[config.mk]
export PLATFORM = sky130hd
export DESIGN_NAME = text_entity_decoder_flat
export DESIGN_NICKNAME = d
export VERILOG_FILES = /design/src/design/ted_pkg.sv /design/src/design/ted_in_if.sv /design/src/design/ted_out_if.sv /design/src/design/ted_front.sv /design/src/design/ted_queue.sv /design/src/design/ted_back.sv /design/src/design/text_entity_decoder.sv /design/src/flat_wrapper.sv
export SDC_FILE = /design/constraint.sdc
export NUM_CORES = 1
export LEC_CHECK = 0
export BUFFER_PORTS_ARGS = -buffer_cell sky130_fd_sc_hd__buf_2
export CAP_MARGIN = 10
export CORE_ASPECT_RATIO = 1.2
export CORE_MARGIN = 2
export CORE_UTILIZATION = 40
export CTS_BUF_LIST = sky130_fd_sc_hd__clkbuf_16
export DETAILED_ROUTE_END_ITERATION = 16
export PLACE_DENSITY_LB_ADDON = 0.15
export SETUP_SLACK_MARGIN = 0.15
export SYNTH_ARGS = -nofsm -noshare
export SYNTH_HDL_FRONTEND = slang
export SYNTH_SLANG_ARGS = --single-unit
[constraint.sdc]
create_clock -name i_clk -period 5.1 [get_ports i_clk]
set_clock_uncertainty 0.2 [all_clocks]
set_input_delay 0.51 -clock i_clk [delete_from_list [all_inputs] [get_ports i_clk]]
set_output_delay 0.51 -clock i_clk [all_outputs]
set_load 0.005 [all_outputs]
[src/design/ted_pkg.sv]
// ted_pkg: constants, types and helper functions of the text entity decoder
// depends on nothing; used by every other file of the block but the two interfaces
`timescale 1ns / 1ps

package ted_pkg;

    // entity window: '&' plus up to ENTITY_SPAN more bytes
    localparam int ENTITY_SPAN = 12;
    localparam int WIN_DEPTH   = ENTITY_SPAN + 1;
    localparam int FILL_W      = $clog2(WIN_DEPTH + 1);
    // circular byte buffer holding the window and pending replay bytes
    localparam int BUF_AW      = FILL_W;
    localparam int BUF_DEPTH   = 1 << BUF_AW;
    // input queue between front and back
    localparam int Q_DEPTH     = 4;
    localparam int Q_AW        = $clog2(Q_DEPTH);
    // numeric value, saturating at VALUE_CAP
    localparam int VAL_W       = 17;
    localparam logic [VAL_W-1:0] VALUE_CAP = 17'h10000;
    localparam int ACC_W       = VAL_W + 4;
    // named entity table
    localparam int NAME_COUNT  = 13;
    localparam int NAME_MAX    = 6;

    localparam logic [7:0] CH_AMP    = 8'h26;
    localparam logic [7:0] CH_SEMI   = 8'h3B;
    localparam logic [7:0] CH_HASH   = 8'h23;
    localparam logic [7:0] CH_PLUS   = 8'h2B;
    localparam logic [7:0] CH_MINUS  = 8'h2D;
    localparam logic [7:0] CH_DOT    = 8'h2E;
    localparam logic [7:0] CH_APOS   = 8'h27;
    localparam logic [7:0] CH_DQUOTE = 8'h22;
    localparam logic [7:0] CH_SPACE  = 8'h20;
    localparam logic [7:0] CH_LT     = 8'h3C;
    localparam logic [7:0] CH_GT     = 8'h3E;
    localparam logic [7:0] CH_LOW_X  = 8'h78;
    localparam logic [7:0] CH_UP_X   = 8'h58;

    typedef struct packed {
        logic       amp;
        logic       semi;
        logic       space;
        logic       hash;
        logic       xx;
        logic       sign;
        logic       minus;
        logic       dec_ok;
        logic       hex_ok;
        logic [3:0] dval;
    } t_cls;

    typedef struct packed {
        logic [7:0] data;
        t_cls       cls;
    } t_tok;

    typedef struct packed {
        t_tok tok;
        logic last;
    } t_qitem;

    // replacement: cnt copies of data (cnt zero means nothing)
    typedef struct packed {
        logic [7:0] data;
        logic [1:0] cnt;
    } t_emit;

    typedef enum logic [2:0] {
        NUM_HEAD,
        NUM_NONE,
        NUM_START,
        NUM_WS,
        NUM_DIG,
        NUM_PFX,
        NUM_STOP
    } t_num_phase;

    function automatic t_cls classify(logic [7:0] b);
        t_cls c;
        c.amp    = (b == CH_AMP);
        c.semi   = (b == CH_SEMI);
        c.space  = (b == CH_SPACE) || (b >= 8'd9 && b <= 8'd13);
        c.hash   = (b == CH_HASH);
        c.xx     = (b == CH_LOW_X) || (b == CH_UP_X);
        c.sign   = (b == CH_PLUS) || (b == CH_MINUS);
        c.minus  = (b == CH_MINUS);
        c.dec_ok = (b >= 8'h30 && b <= 8'h39);
        c.hex_ok = c.dec_ok || (b >= 8'h61 && b <= 8'h66) || (b >= 8'h41 && b <= 8'h46);
        if (c.dec_ok) begin
            c.dval = 4'(b - 8'h30);
        end else if (b >= 8'h61 && b <= 8'h66) begin
            c.dval = 4'(b - 8'h57);
        end else if (b >= 8'h41 && b <= 8'h46) begin
            c.dval = 4'(b - 8'h37);
        end else begin
            c.dval = 4'd0;
        end
        return c;
    endfunction

    function automatic logic [8*NAME_MAX-1:0] name_str(int unsigned idx);
        logic [8*NAME_MAX-1:0] s;
        unique case (idx)
            0:       s = {"amp", 24'h0};
            1:       s = {"lt", 32'h0};
            2:       s = {"gt", 32'h0};
            3:       s = {"quot", 16'h0};
            4:       s = {"apos", 16'h0};
            5:       s = {"nbsp", 16'h0};
            6:       s = "hellip";
            7:       s = {"mdash", 8'h0};
            8:       s = {"ndash", 8'h0};
            9:       s = {"lsquo", 8'h0};
            10:      s = {"rsquo", 8'h0};
            11:      s = {"ldquo", 8'h0};
            12:      s = {"rdquo", 8'h0};
            default: s = '0;
        endcase
        return s;
    endfunction

    function automatic logic [3:0] name_len(int unsigned idx);
        logic [3:0] n;
        unique case (idx)
            0:              n = 4'd3;
            1, 2:           n = 4'd2;
            3, 4, 5:        n = 4'd4;
            6:              n = 4'd6;
            7, 8, 9, 10,
            11, 12:         n = 4'd5;
            default:        n = 4'd0;
        endcase
        return n;
    endfunction

    function automatic logic [7:0] name_char(int unsigned idx, logic [FILL_W-1:0] k);
        logic [8*NAME_MAX-1:0] s;
        logic [7:0]            c;
        s = name_str(idx);
        c = 8'h0;
        for (int i = 0; i < NAME_MAX; i++) begin
            if (int'(k) == i) begin
                c = s[8*(NAME_MAX-1-i) +: 8];
            end
        end
        return c;
    endfunction

    function automatic t_emit name_text(int unsigned idx);
        t_emit e;
        unique case (idx)
            0:       e = '{data: CH_AMP,    cnt: 2'd1};
            1:       e = '{data: CH_LT,     cnt: 2'd1};
            2:       e = '{data: CH_GT,     cnt: 2'd1};
            3:       e = '{data: CH_DQUOTE, cnt: 2'd1};
            4:       e = '{data: CH_APOS,   cnt: 2'd1};
            5:       e = '{data: CH_SPACE,  cnt: 2'd1};
            6:       e = '{data: CH_DOT,    cnt: 2'd3};
            7:       e = '{data: CH_MINUS,  cnt: 2'd2};
            8:       e = '{data: CH_MINUS,  cnt: 2'd1};
            9, 10:   e = '{data: CH_APOS,   cnt: 2'd1};
            11, 12:  e = '{data: CH_DQUOTE, cnt: 2'd1};
            default: e = '{data: 8'h0,      cnt: 2'd0};
        endcase
        return e;
    endfunction

    function automatic t_emit map_value(logic [VAL_W-1:0] v);
        t_emit e;
        e = '{data: 8'h0, cnt: 2'd0};
        if (v >= 17'h20 && v <= 17'h7E) begin
            e = '{data: v[7:0], cnt: 2'd1};
        end else if (v == 17'h2018 || v == 17'h2019) begin
            e = '{data: CH_APOS, cnt: 2'd1};
        end else if (v == 17'h201C || v == 17'h201D) begin
            e = '{data: CH_DQUOTE, cnt: 2'd1};
        end else if (v == 17'h2013) begin
            e = '{data: CH_MINUS, cnt: 2'd1};
        end else if (v == 17'h2014) begin
            e = '{data: CH_MINUS, cnt: 2'd2};
        end else if (v == 17'h2026) begin
            e = '{data: CH_DOT, cnt: 2'd3};
        end else if (v == 17'hA0) begin
            e = '{data: CH_SPACE, cnt: 2'd1};
        end
        return e;
    endfunction

endpackage

[src/design/ted_in_if.sv]
// ted_in_if: input channel of the text entity decoder, one text byte per word
// depends on nothing
`timescale 1ns / 1ps

interface ted_in_if;
    logic       valid;
    logic       ready;
    logic [7:0] text_byte;
    logic       end_of_text;

    modport source (output valid, output text_byte, output end_of_text, input ready);
    modport sink   (input valid, input text_byte, input end_of_text, output ready);
endinterface

[src/design/ted_out_if.sv]
// ted_out_if: output channel of the text entity decoder, one decoded byte per word
// depends on nothing
`timescale 1ns / 1ps

interface ted_out_if;
    logic       valid;
    logic       ready;
    logic [7:0] out_byte;
    logic       byte_valid;
    logic       text_done;

    modport source (output valid, output out_byte, output byte_valid, output text_done,
                    input ready);
    modport sink   (input valid, input out_byte, input byte_valid, input text_done,
                    output ready);
endinterface

[src/design/ted_front.sv]
// ted_front: accepts input words and classifies each byte for the back end
// depends on ted_pkg and ted_in_if
`timescale 1ns / 1ps

module ted_front (
    ted_in_if.sink           i_in,
    input  logic             i_q_full,
    output logic             o_q_push,
    output ted_pkg::t_qitem  o_q_item
);
    import ted_pkg::*;

    assign i_in.ready         = !i_q_full;
    assign o_q_push           = i_in.valid && !i_q_full;
    assign o_q_item.tok.data  = i_in.text_byte;
    assign o_q_item.tok.cls   = classify(i_in.text_byte);
    assign o_q_item.last      = i_in.end_of_text;

endmodule

[src/design/ted_queue.sv]
// ted_queue: short fifo of classified bytes between front and back
// depends on ted_pkg
`timescale 1ns / 1ps

module ted_queue (
    input  logic             i_clk,
    input  logic             i_rst_n,
    input  logic             i_push,
    input  ted_pkg::t_qitem  i_item,
    input  logic             i_pop,
    output logic             o_full,
    output logic             o_valid,
    output ted_pkg::t_qitem  o_item
);
    import ted_pkg::*;

    t_qitem          r_mem [Q_DEPTH];
    logic [Q_AW-1:0] r_head;
    logic [Q_AW-1:0] r_tail;
    logic [Q_AW:0]   r_cnt;
    logic            push_ok;
    logic            pop_ok;

    assign o_full  = (r_cnt == (Q_AW+1)'(Q_DEPTH));
    assign o_valid = (r_cnt != '0);
    assign o_item  = r_mem[r_head];
    assign push_ok = i_push && !o_full;
    assign pop_ok  = i_pop && o_valid;

    always_ff @(posedge i_clk) begin
        if (push_ok) begin
            r_mem[r_tail] <= i_item;
        end
    end

    always_ff @(posedge i_clk) begin
        if (!i_rst_n) begin
            r_head <= '0;
            r_tail <= '0;
            r_cnt  <= '0;
        end else begin
            if (push_ok) begin
                r_tail <= r_tail + 1'b1;
            end
            if (pop_ok) begin
                r_head <= r_head + 1'b1;
            end
            r_cnt <= r_cnt + (Q_AW+1)'(push_ok) - (Q_AW+1)'(pop_ok);
        end
    end

endmodule

[src/design/ted_back.sv]
// ted_back: entity window, replay, numeric and named matching, output register
// depends on ted_pkg and ted_out_if
`timescale 1ns / 1ps

module ted_back (
    input  logic             i_clk,
    input  logic             i_rst_n,
    input  logic             i_q_valid,
    input  ted_pkg::t_qitem  i_q_item,
    output logic             o_q_pop,
    ted_out_if.source        o_out
);
    import ted_pkg::*;

    t_tok              r_buf [BUF_DEPTH];
    logic [BUF_AW-1:0] r_ws, n_ws;
    logic [BUF_AW-1:0] r_rp, n_rp;
    logic [BUF_AW-1:0] r_tail, n_tail;
    logic              r_wopen, n_wopen;
    logic [FILL_W-1:0] r_wfill, n_wfill;
    logic              r_last, n_last;
    logic [NAME_COUNT-1:0] r_cand, n_cand;
    t_num_phase        r_phase, n_phase;
    logic              r_hex, n_hex;
    logic              r_neg, n_neg;
    logic              r_pfx, n_pfx;
    logic [1:0]        r_ndig, n_ndig;
    logic [VAL_W-1:0]  r_val, n_val;
    logic [1:0]        r_em_cnt, n_em_cnt;
    logic [7:0]        r_em_byte, n_em_byte;
    logic              r_pv, n_pv;
    logic [7:0]        r_pb, n_pb;
    logic              r_ov, n_ov;
    logic [7:0]        r_ob, n_ob;
    logic              r_obv, n_obv;
    logic              r_od, n_od;

    logic              out_can;
    logic              do_emq, do_proc, do_take, do_fail_end, do_finish;
    logic              step_final;
    t_tok              tok;
    logic [BUF_AW-1:0] pos;
    logic              em_v;
    logic [7:0]        em_b;
    t_emit             rep;
    logic              fail;
    logic              hit;
    logic [FILL_W-1:0] k;
    logic              base_hex;
    logic              dig_ok;
    logic [ACC_W-1:0]  acc;
    logic [VAL_W-1:0]  acc_cap;

    assign out_can = !r_ov || o_out.ready;
    assign o_q_pop = do_take;

    always_ff @(posedge i_clk) begin
        if (do_take) begin
            r_buf[r_tail] <= i_q_item.tok;
        end
    end

    always_ff @(posedge i_clk) begin
        if (!i_rst_n) begin
            r_ws     <= '0;
            r_rp     <= '0;
            r_tail   <= '0;
            r_wopen  <= 1'b0;
            r_wfill  <= '0;
            r_last   <= 1'b0;
            r_phase  <= NUM_HEAD;
            r_em_cnt <= '0;
            r_pv     <= 1'b0;
            r_ov     <= 1'b0;
        end else begin
            r_ws     <= n_ws;
            r_rp     <= n_rp;
            r_tail   <= n_tail;
            r_wopen  <= n_wopen;
            r_wfill  <= n_wfill;
            r_last   <= n_last;
            r_phase  <= n_phase;
            r_em_cnt <= n_em_cnt;
            r_pv     <= n_pv;
            r_ov     <= n_ov;
        end
    end

    always_ff @(posedge i_clk) begin
        r_cand    <= n_cand;
        r_hex     <= n_hex;
        r_neg     <= n_neg;
        r_pfx     <= n_pfx;
        r_ndig    <= n_ndig;
        r_val     <= n_val;
        r_em_byte <= n_em_byte;
        r_pb      <= n_pb;
        r_ob      <= n_ob;
        r_obv     <= n_obv;
        r_od      <= n_od;
    end

    always_comb begin
        n_ws = r_ws;   n_rp = r_rp;   n_tail = r_tail;
        n_wopen = r_wopen; n_wfill = r_wfill; n_last = r_last;
        n_cand = r_cand; n_phase = r_phase; n_hex = r_hex; n_neg = r_neg;
        n_pfx = r_pfx; n_ndig = r_ndig; n_val = r_val;
        n_em_cnt = r_em_cnt; n_em_byte = r_em_byte;
        n_pv = r_pv; n_pb = r_pb;
        n_ov = r_ov; n_ob = r_ob; n_obv = r_obv; n_od = r_od;
        em_v = 1'b0; em_b = 8'h0; rep = '{data: 8'h0, cnt: 2'd0};
        fail = 1'b0; hit = 1'b0;

        // one action per cycle, highest priority first
        do_emq      = out_can && (r_em_cnt != '0);
        do_proc     = 1'b0;
        do_take     = 1'b0;
        do_fail_end = 1'b0;
        do_finish   = 1'b0;
        if (out_can && r_em_cnt == '0) begin
            if (r_rp != r_tail) begin
                do_proc = 1'b1;
            end else if (r_last && r_wopen) begin
                do_fail_end = 1'b1;
            end else if (r_last) begin
                do_finish = 1'b1;
            end else if (i_q_valid) begin
                do_take = 1'b1;
                do_proc = 1'b1;
            end
        end
        step_final = do_take ? i_q_item.last : r_last;
        tok = do_take ? i_q_item.tok : r_buf[r_rp];
        pos = do_take ? r_tail : r_rp;
        k   = r_wfill - 1'b1;

        // numeric digit accumulate
        base_hex = (r_phase == NUM_START) ? 1'b0 : r_hex;
        dig_ok   = base_hex ? tok.cls.hex_ok : tok.cls.dec_ok;
        if (base_hex) begin
            acc = {r_val, 4'h0} + ACC_W'(tok.cls.dval);
        end else begin
            acc = ACC_W'({r_val, 3'b0}) + ACC_W'({r_val, 1'b0}) + ACC_W'(tok.cls.dval);
        end
        acc_cap = (acc > ACC_W'(VALUE_CAP)) ? VALUE_CAP : acc[VAL_W-1:0];

        if (do_emq) begin
            em_v     = 1'b1;
            em_b     = r_em_byte;
            n_em_cnt = r_em_cnt - 1'b1;
        end

        if (do_proc) begin
            n_rp = pos + 1'b1;
            if (do_take) begin
                n_tail = r_tail + 1'b1;
                n_last = i_q_item.last;
            end
            if (!r_wopen) begin
                if (tok.cls.amp) begin
                    n_wopen = 1'b1;
                    n_ws    = pos;
                    n_wfill = FILL_W'(1);
                    n_cand  = '1;
                    n_phase = NUM_HEAD;
                    n_hex   = 1'b0;
                    n_neg   = 1'b0;
                    n_pfx   = 1'b0;
                    n_ndig  = '0;
                    n_val   = '0;
                end else begin
                    em_v = 1'b1;
                    em_b = tok.data;
                end
            end else begin
                n_wfill = r_wfill + 1'b1;
                if (tok.cls.semi) begin
                    for (int n = 0; n < NAME_COUNT; n++) begin
                        if (r_cand[n] && FILL_W'(name_len(n)) == k) begin
                            hit = 1'b1;
                            rep = name_text(n);
                        end
                    end
                    if (hit) begin
                        n_wopen = 1'b0;
                    end else if (r_phase != NUM_HEAD && r_phase != NUM_NONE) begin
                        n_wopen = 1'b0;
                        rep     = r_neg ? '{data: 8'h0, cnt: 2'd0} : map_value(r_val);
                    end else begin
                        fail = 1'b1;
                    end
                end else begin
                    for (int n = 0; n < NAME_COUNT; n++) begin
                        n_cand[n] = r_cand[n] && (k < FILL_W'(name_len(n)))
                                    && (name_char(n, k) == tok.data);
                    end
                    unique case (r_phase)
                        NUM_HEAD: begin
                            n_phase = tok.cls.hash ? NUM_START : NUM_NONE;
                        end
                        NUM_START, NUM_WS: begin
                            if (r_phase == NUM_START && tok.cls.xx) begin
                                n_hex   = 1'b1;
                                n_phase = NUM_WS;
                            end else begin
                                n_hex = base_hex;
                                if (tok.cls.space) begin
                                    n_phase = NUM_WS;
                                end else if (tok.cls.sign) begin
                                    n_neg   = tok.cls.minus;
                                    n_phase = NUM_DIG;
                                end else if (dig_ok) begin
                                    n_val   = acc_cap;
                                    n_ndig  = 2'd1;
                                    n_phase = NUM_DIG;
                                end else begin
                                    n_phase = NUM_STOP;
                                end
                            end
                        end
                        NUM_DIG: begin
                            if (dig_ok) begin
                                n_val  = acc_cap;
                                n_ndig = (r_ndig == 2'd3) ? r_ndig : r_ndig + 1'b1;
                            end else if (tok.cls.xx && r_hex && r_ndig == 2'd1
                                         && r_val == '0 && !r_pfx) begin
                                n_pfx   = 1'b1;
                                n_phase = NUM_PFX;
                            end else begin
                                n_phase = NUM_STOP;
                            end
                        end
                        NUM_PFX: begin
                            if (tok.cls.hex_ok) begin
                                n_val   = acc_cap;
                                n_ndig  = 2'd2;
                                n_phase = NUM_DIG;
                            end else begin
                                n_phase = NUM_STOP;
                            end
                        end
                        NUM_NONE, NUM_STOP: begin
                            n_phase = r_phase;
                        end
                        default: begin
                            n_phase = NUM_STOP;
                        end
                    endcase
                    if (r_wfill + 1'b1 == FILL_W'(WIN_DEPTH)) begin
                        fail = 1'b1;
                    end
                end
            end
        end

        if (do_fail_end) begin
            fail = 1'b1;
        end

        // failed window: emit the '&' and rescan what follows it
        if (fail) begin
            em_v    = 1'b1;
            em_b    = CH_AMP;
            n_wopen = 1'b0;
            n_rp    = r_ws + 1'b1;
        end

        if (rep.cnt != '0) begin
            em_v      = 1'b1;
            em_b      = rep.data;
            n_em_cnt  = rep.cnt - 1'b1;
            n_em_byte = rep.data;
        end

        if (!r_ov || o_out.ready) begin
            n_ov = 1'b0;
        end

        // in a final step the latest byte is held back to carry the done flag
        if (em_v) begin
            if (step_final) begin
                if (r_pv) begin
                    n_ov = 1'b1; n_ob = r_pb; n_obv = 1'b1; n_od = 1'b0;
                end
                n_pv = 1'b1;
                n_pb = em_b;
            end else begin
                n_ov = 1'b1; n_ob = em_b; n_obv = 1'b1; n_od = 1'b0;
            end
        end

        if (do_finish) begin
            n_ov   = 1'b1;
            n_ob   = r_pv ? r_pb : 8'h0;
            n_obv  = r_pv;
            n_od   = 1'b1;
            n_pv   = 1'b0;
            n_last = 1'b0;
        end
    end

    assign o_out.valid      = r_ov;
    assign o_out.out_byte   = r_ob;
    assign o_out.byte_valid = r_obv;
    assign o_out.text_done  = r_od;

    a_fill_bound: assert property (@(posedge i_clk) disable iff (!i_rst_n)
        r_wfill <= FILL_W'(WIN_DEPTH))
        else $error("window fill beyond span");

    a_live_bound: assert property (@(posedge i_clk) disable iff (!i_rst_n)
        r_wopen |-> (BUF_AW'(r_tail - r_ws) <= BUF_AW'(WIN_DEPTH)))
        else $error("held bytes exceed the window");

    a_no_take_while_emitting: assert property (@(posedge i_clk) disable iff (!i_rst_n)
        (r_em_cnt != '0) |-> !do_take)
        else $error("new byte taken during a multi-byte replacement");

    a_finish_sets_done: assert property (@(posedge i_clk) disable iff (!i_rst_n)
        do_finish |=> (r_ov && r_od && !r_pv && !r_last))
        else $error("closing word of a text not issued");

endmodule

[src/design/text_entity_decoder.sv]
// text_entity_decoder: top level, html-style entity decoder for a byte stream
// depends on ted_pkg, ted_in_if, ted_out_if, ted_front, ted_queue, ted_back
`timescale 1ns / 1ps

// usage
//   i_in carries one text byte per word with end_of_text on the final byte of a text
//   o_out carries one decoded byte per word; the last word caused by a final byte has
//   text_done set, and a final byte that yields nothing gives one word with
//   byte_valid low
//   a plain byte passes the queue register, then the output register, on its way
//   to o_out; plain text flows at one byte per cycle while the receiver takes every
//   word and no replacement or rescan is pending; an entity replacement goes out
//   one byte per word through the single output register of the back end
//   a failed entity emits the '&', then rescans its held bytes from the window
//   buffer; after a final byte, each entity still open at the end of the text fails
//   the same way, and a closing word ends the text
//   while the receiver stalls, the output register holds its word, the back end
//   stops, and the input queue absorbs up to four words before i_in.ready drops
//   reset clears the queue, the window and the output register; window bytes
//   themselves need no clearing since only written entries are replayed
module text_entity_decoder (
    input  logic      i_clk,
    input  logic      i_rst_n,
    ted_in_if.sink    i_in,
    ted_out_if.source o_out
);
    import ted_pkg::*;

    // front to queue
    logic   q_push;
    t_qitem q_in_item;
    logic   q_full;
    // queue to back
    logic   q_valid;
    t_qitem q_out_item;
    logic   q_pop;

    ted_front u_front (
        .i_in     (i_in),
        .i_q_full (q_full),
        .o_q_push (q_push),
        .o_q_item (q_in_item)
    );

    ted_queue u_queue (
        .i_clk   (i_clk),
        .i_rst_n (i_rst_n),
        .i_push  (q_push),
        .i_item  (q_in_item),
        .i_pop   (q_pop),
        .o_full  (q_full),
        .o_valid (q_valid),
        .o_item  (q_out_item)
    );

    // window, replay and decode all live in the back end
    ted_back u_back (
        .i_clk     (i_clk),
        .i_rst_n   (i_rst_n),
        .i_q_valid (q_valid),
        .i_q_item  (q_out_item),
        .o_q_pop   (q_pop),
        .o_out     (o_out)
    );

endmodule

[src/flat_wrapper.sv]
// flat-port wrapper written by rule: the top's interface ports become plain ports
module text_entity_decoder_flat import ted_pkg::*;
  (i_clk, i_rst_n, i_in_valid, i_in_text_byte, i_in_end_of_text, i_in_ready, o_out_valid, o_out_out_byte, o_out_byte_valid, o_out_text_done, o_out_ready);
  ted_in_if i_in_i ();
  ted_out_if o_out_i ();
  input  logic i_clk;
  input  logic i_rst_n;
  input wire logic [$bits(i_in_i.valid)-1:0] i_in_valid;
  input wire logic [$bits(i_in_i.text_byte)-1:0] i_in_text_byte;
  input wire logic [$bits(i_in_i.end_of_text)-1:0] i_in_end_of_text;
  output wire logic [$bits(i_in_i.ready)-1:0] i_in_ready;
  output wire logic [$bits(o_out_i.valid)-1:0] o_out_valid;
  output wire logic [$bits(o_out_i.out_byte)-1:0] o_out_out_byte;
  output wire logic [$bits(o_out_i.byte_valid)-1:0] o_out_byte_valid;
  output wire logic [$bits(o_out_i.text_done)-1:0] o_out_text_done;
  input wire logic [$bits(o_out_i.ready)-1:0] o_out_ready;
  assign i_in_i.valid = i_in_valid;
  assign i_in_i.text_byte = i_in_text_byte;
  assign i_in_i.end_of_text = i_in_end_of_text;
  assign i_in_ready = i_in_i.ready;
  assign o_out_valid = o_out_i.valid;
  assign o_out_out_byte = o_out_i.out_byte;
  assign o_out_byte_valid = o_out_i.byte_valid;
  assign o_out_text_done = o_out_i.text_done;
  assign o_out_i.ready = o_out_ready;
  text_entity_decoder u_core (.i_clk(i_clk), .i_rst_n(i_rst_n), .i_in(i_in_i), .o_out(o_out_i));
endmodule
==> flow_metrics.env <==
export IMPL_seqPwrFrac=0.338
export IMPL_synthCells=1614
export IMPL_area_growth_pct=13.3
export IMPL_dp_hpwl_microns=39400
export IMPL_synth_seq_area_share=0.632
export IMPL_rr_worst_depth=14
export IMPL_initial_core_util=0.406
export IMPL_ys_types=92
export IMPL_multi_input_area_sq_mm=0.00844
export IMPL_relSlewSlack=0.268
export IMPL_postRouteAntennaNets=0
export IMPL_worstHoldStart="i_in_text_byte[1]"
export IMPL_met3_length_microns=2440
export IMPL_rows=98
export IMPL_cts_buffers=53
export IMPL_worst_ir_drop_vdd_v=0.000371
export IMPL_path_cells="mux4_2 -> mux4_2 -> nand2_1 -> nand2_1 -> ha_1 -> ha_1 -> fa_2 -> a211oi_4 -> o21ai_2 -> a211o_1 -> a31o_2 -> nand4_1 -> or3b_2 -> o221a_2"
export IMPL_drt_met1_wl_microns=25000
export IMPL_grt_usage=0.192
export IMPL_power_switching_mw=7.09
export IMPL_worstMarginPinSlew_ns=1.09
export IMPL_finalWirelength_microns=60300
export IMPL_grt_pass1_wl_microns=91300
export IMPL_synth_top_area_share=0.600
export IMPL_crit_path_max_incr_delay_ns=0.53
export IMPL_p_clk_frac=0.213
export IMPL_io_pins=25
export IMPL_topRoutingLayerUsed="met4"
export IMPL_synthFlopType="edfxtp_1"
export IMPL_coreArea_sq_mm=0.0597
export IMPL_cts_path_max_buffers=3
export IMPL_cts_tree="built"
export IMPL_cts_sinks=523
export IMPL_yosysWarnings=0
export IMPL_clock_fmax_ghz=0.210
export IMPL_synth_area_sq_mm=0.0242
export IMPL_die_w_microns=229
export IMPL_avgSynthCellArea_sq_um=15.0
export IMPL_crit_family="compound AO/OA/AOI/OAI gates"
export IMPL_io_buffers=24
export IMPL_sw_frac_of_total=0.391
export IMPL_crit_slowest_cell="mux4_2"
export IMPL_synth_edf_count=484
export IMPL_die_y_microns=274
export IMPL_synth_area_leader_cell="edfxtp_1"
export IMPL_finalSetupTns_ns=0
export IMPL_root_buffer="clkbuf_16"
export IMPL_pwr_share_comb=0.449
export IMPL_critPathBufInv=0
export IMPL_yosys_top_cells_area="edfxtp_1 60%, mux4_2 9.4%, dfxtp_1 3.2%"
export IMPL_drc=0
export IMPL_slew_violations=0
export IMPL_synth_fp_nets=1686
export IMPL_clk_latency_ns=0.62
export IMPL_r2r_end="u_core.u_back.r_val[16]"
export IMPL_powerDensity_mw_per_mm2=661
export IMPL_via_per_inst=5.67
export IMPL_dr_pass1_iters=5
export IMPL_start_kind="flop"
export IMPL_leakage_nw=9.29
export IMPL_min_path_type="in2reg"
export IMPL_crit_arrival_ns=4.91
export IMPL_r2r_setup_slack_ns=0.35
export IMPL_worstHoldPathCells=1
export IMPL_power_internal_mw=11.0
export IMPL_finalNetCount=1771
export IMPL_critPathKind="reg2reg"
export IMPL_regArea_sq_mm=0.0153
export IMPL_cp_required_ns=5.26
export IMPL_vias=14400
export IMPL_hold_end="u_core.u_queue.r_mem[0][15]"
export IMPL_wl_met2_microns=31300
export IMPL_clkSlewWorstSetupHoldPaths_ns=0.06
export IMPL_gp_congestion=0.908
export IMPL_overflow=0
export IMPL_crit_path_end_kind="flop"
export IMPL_fin_crit_ns=4.75
export IMPL_drive_gt1_frac=0.208
export IMPL_grt_start_max_net_pins=41
export IMPL_fin_crit_sh=0.932
export IMPL_maxCapViolations=0
export IMPL_setup_viol=0
export IMPL_async_flop_share=0
export IMPL_grt_pass1_vias=14700
export IMPL_dieArea_sq_mm=0.0626
export IMPL_synth_seq_cells=523
export IMPL_cts_max_level=2
export IMPL_antenna_found_initial=0
export IMPL_outcome="complete, no violations"
export IMPL_rsz0062_at_grt="no"
export IMPL_n_fill_cell=5262
export IMPL_n_antenna_cell=0
export IMPL_cp_max_fo=8
export IMPL_first_iter_violations=1091
export IMPL_holdWs_ns=0.0384
export IMPL_hold_viol=0
export IMPL_wire_per_inst_microns=23.7
-- registers in the layout (all words and copies together), names as in the netlist, 2 cells and up, named ones only --
register                      count
u_core.u_back.r_buf             336
u_core.u_queue.r_mem             88
u_core.u_back.r_val              17
u_core.u_back.r_cand             13
u_core.u_back.o_out.out_byte      8
u_core.u_back.r_em_byte           8
u_core.u_back.r_pb                8
u_core.u_back.r_rp                4
u_core.u_back.r_tail              4
u_core.u_back.r_wfill             4
u_core.u_back.r_ws                4
u_core.u_back.r_phase             3
u_core.u_queue.r_cnt              3
u_core.u_back.r_em_cnt            2
u_core.u_back.r_ndig              2
u_core.u_queue.r_head             2
u_core.u_queue.r_tail             2
-- power groups by stage --
stage	clock network, mW	logic, mW	registers (mW)
after floorplan	0	5.70	5.99
final	3.86	8.14	6.13
after detailed placement	0	7.96	6.23
after global routing	4.11	8.93	6.19
after CTS	3.96	8.00	6.14
after global placement	0	7.90	6.22
-- repair_timing --
item                                    in CTS  in global routing
hold endpoints to repair                    17                  0
setup buffers                                0                 10
endpoints found under the setup margin       0                 19
gates resized for setup                      0                 15
hold buffers                                 5                  0
-- layer usage --
metal / vias to the layer above / GRT usage
met5: - / 0
met4: 0 / 0.0540
met3: 101 / 0.0269
met2: 340 / 0.350
met1: 7434 / 0.239
li1: 6548 / -
-- cell families (layout without fill, tap and decap cells) --
| kind of cell | Yosys count | in the layout | share of synthesized area |
|---|---|---|---|
| other cells | 1 | 1 | 0.000155 |
| flops | 523 | 523 | 0.632 |
| simple gates | 408 | 409 | 0.0830 |
| fa+ha+maj | 59 | 59 | 0.0314 |
| xor+xnor | 63 | 63 | 0.0228 |
| mux | 147 | 147 | 0.120 |
| buf+inv | 123 | 252 | 0.0251 |
| compound gates | 290 | 290 | 0.0852 |
-- cells in the mapped netlist, drive strengths merged (7+ instances only) --
| cell | n |
|---|---|
| nor4 | 10 |
| a22oi | 22 |
| and3 | 20 |
| inv | 39 |
| a31oi | 7 |
| and2 | 15 |
| clkbuf | 40 |
| nand2b | 15 |
| o211ai | 10 |
| o31ai | 14 |
| nor3b | 7 |
| o21ai | 57 |
| mux2 | 8 |
| a32o | 12 |
| nor2 | 112 |
| a21oi | 58 |
| a22o | 11 |
| a211oi | 12 |
| nor2b | 14 |
| buf | 43 |
| edfxtp | 484 |
| xor2 | 33 |
| nor3 | 26 |
| nand4 | 14 |
| a221oi | 8 |
| mux4 | 111 |
| nand3 | 32 |
| a21o | 13 |
| xnor2 | 30 |
| dfxtp | 39 |
| mux2i | 28 |
| nand2 | 108 |
| ha | 56 |
-- per-stage QoR --
step	instance area (sq um)	instances	total power [mW]	setup WS [ns]	utilization
global route	27400	2544	19.2	0.161	0.460
detailed placement	25500	2428	14.2	0.163	0.427
CTS	27300	2533	18.1	0.151	0.457
global placement	25500	2428	14.1	0.193	0.427
floorplan	24300	1614	11.7	0.187	-
finish	27400	2544	18.1	0.347	0.460
-- worst max path at each step --
| stage | from | to | cells past startpoint |
|---|---|---|---|
| global placement | o_out_ready | u_core.u_back.r_val[16] | 16 |
| CTS | flop | u_core.u_back.r_val[13] | 15 |
| finish | flop | u_core.u_back.r_val[16] | 14 |
| detailed placement | o_out_ready | u_core.u_back.r_val[13] | 17 |
| floorplan | flop | u_core.u_back.r_val[16] | 18 |
| global route | flop | u_core.u_back.r_val[13] | 17 |
-- layout make-up --
cell class | count | area share
clock inverter | 47 | 0.0149
multi-input combinational | 969 | 0.307
sequential | 523 | 0.558
timing repair buffer | 112 | 0.0292
inverter | 40 | 0.00547
clock buffer | 53 | 0.0483
tap | 800 | 0.0365
-- layout by cell type (no fill, tap or decap), types with 10 or more instances in the layout --
master     Yosys  final
xor2_1        33     33
mux2i_1       27     27
ha_1          56     56
and2_1        15     14
buf_2         21     24
nor2_1       112    100
and3_1        20     20
buf_4         13     81
clkinv_2       0     12
a22o_1        11     11
a21oi_1       57     56
dfxtp_1       39     36
mux4_1        10     10
nor3_1        26     22
mux4_2       101    101
nand3_1       32     32
edfxtp_1     484    484
o21ai_0       51     48
clkbuf_16      0     53
nand4_1       14     14
a22oi_1       22     22
clkinv_1       1     14
xnor2_1       30     30
inv_1         38     44
nor2b_1       14     13
a32o_1        12     12
nor2_2         0     11
o211ai_1      10     10
nand2b_1      15     15
a21o_1        13     13
nand2_1      108    108
o31ai_1       14     14
(Power assumes the default switching activity.)
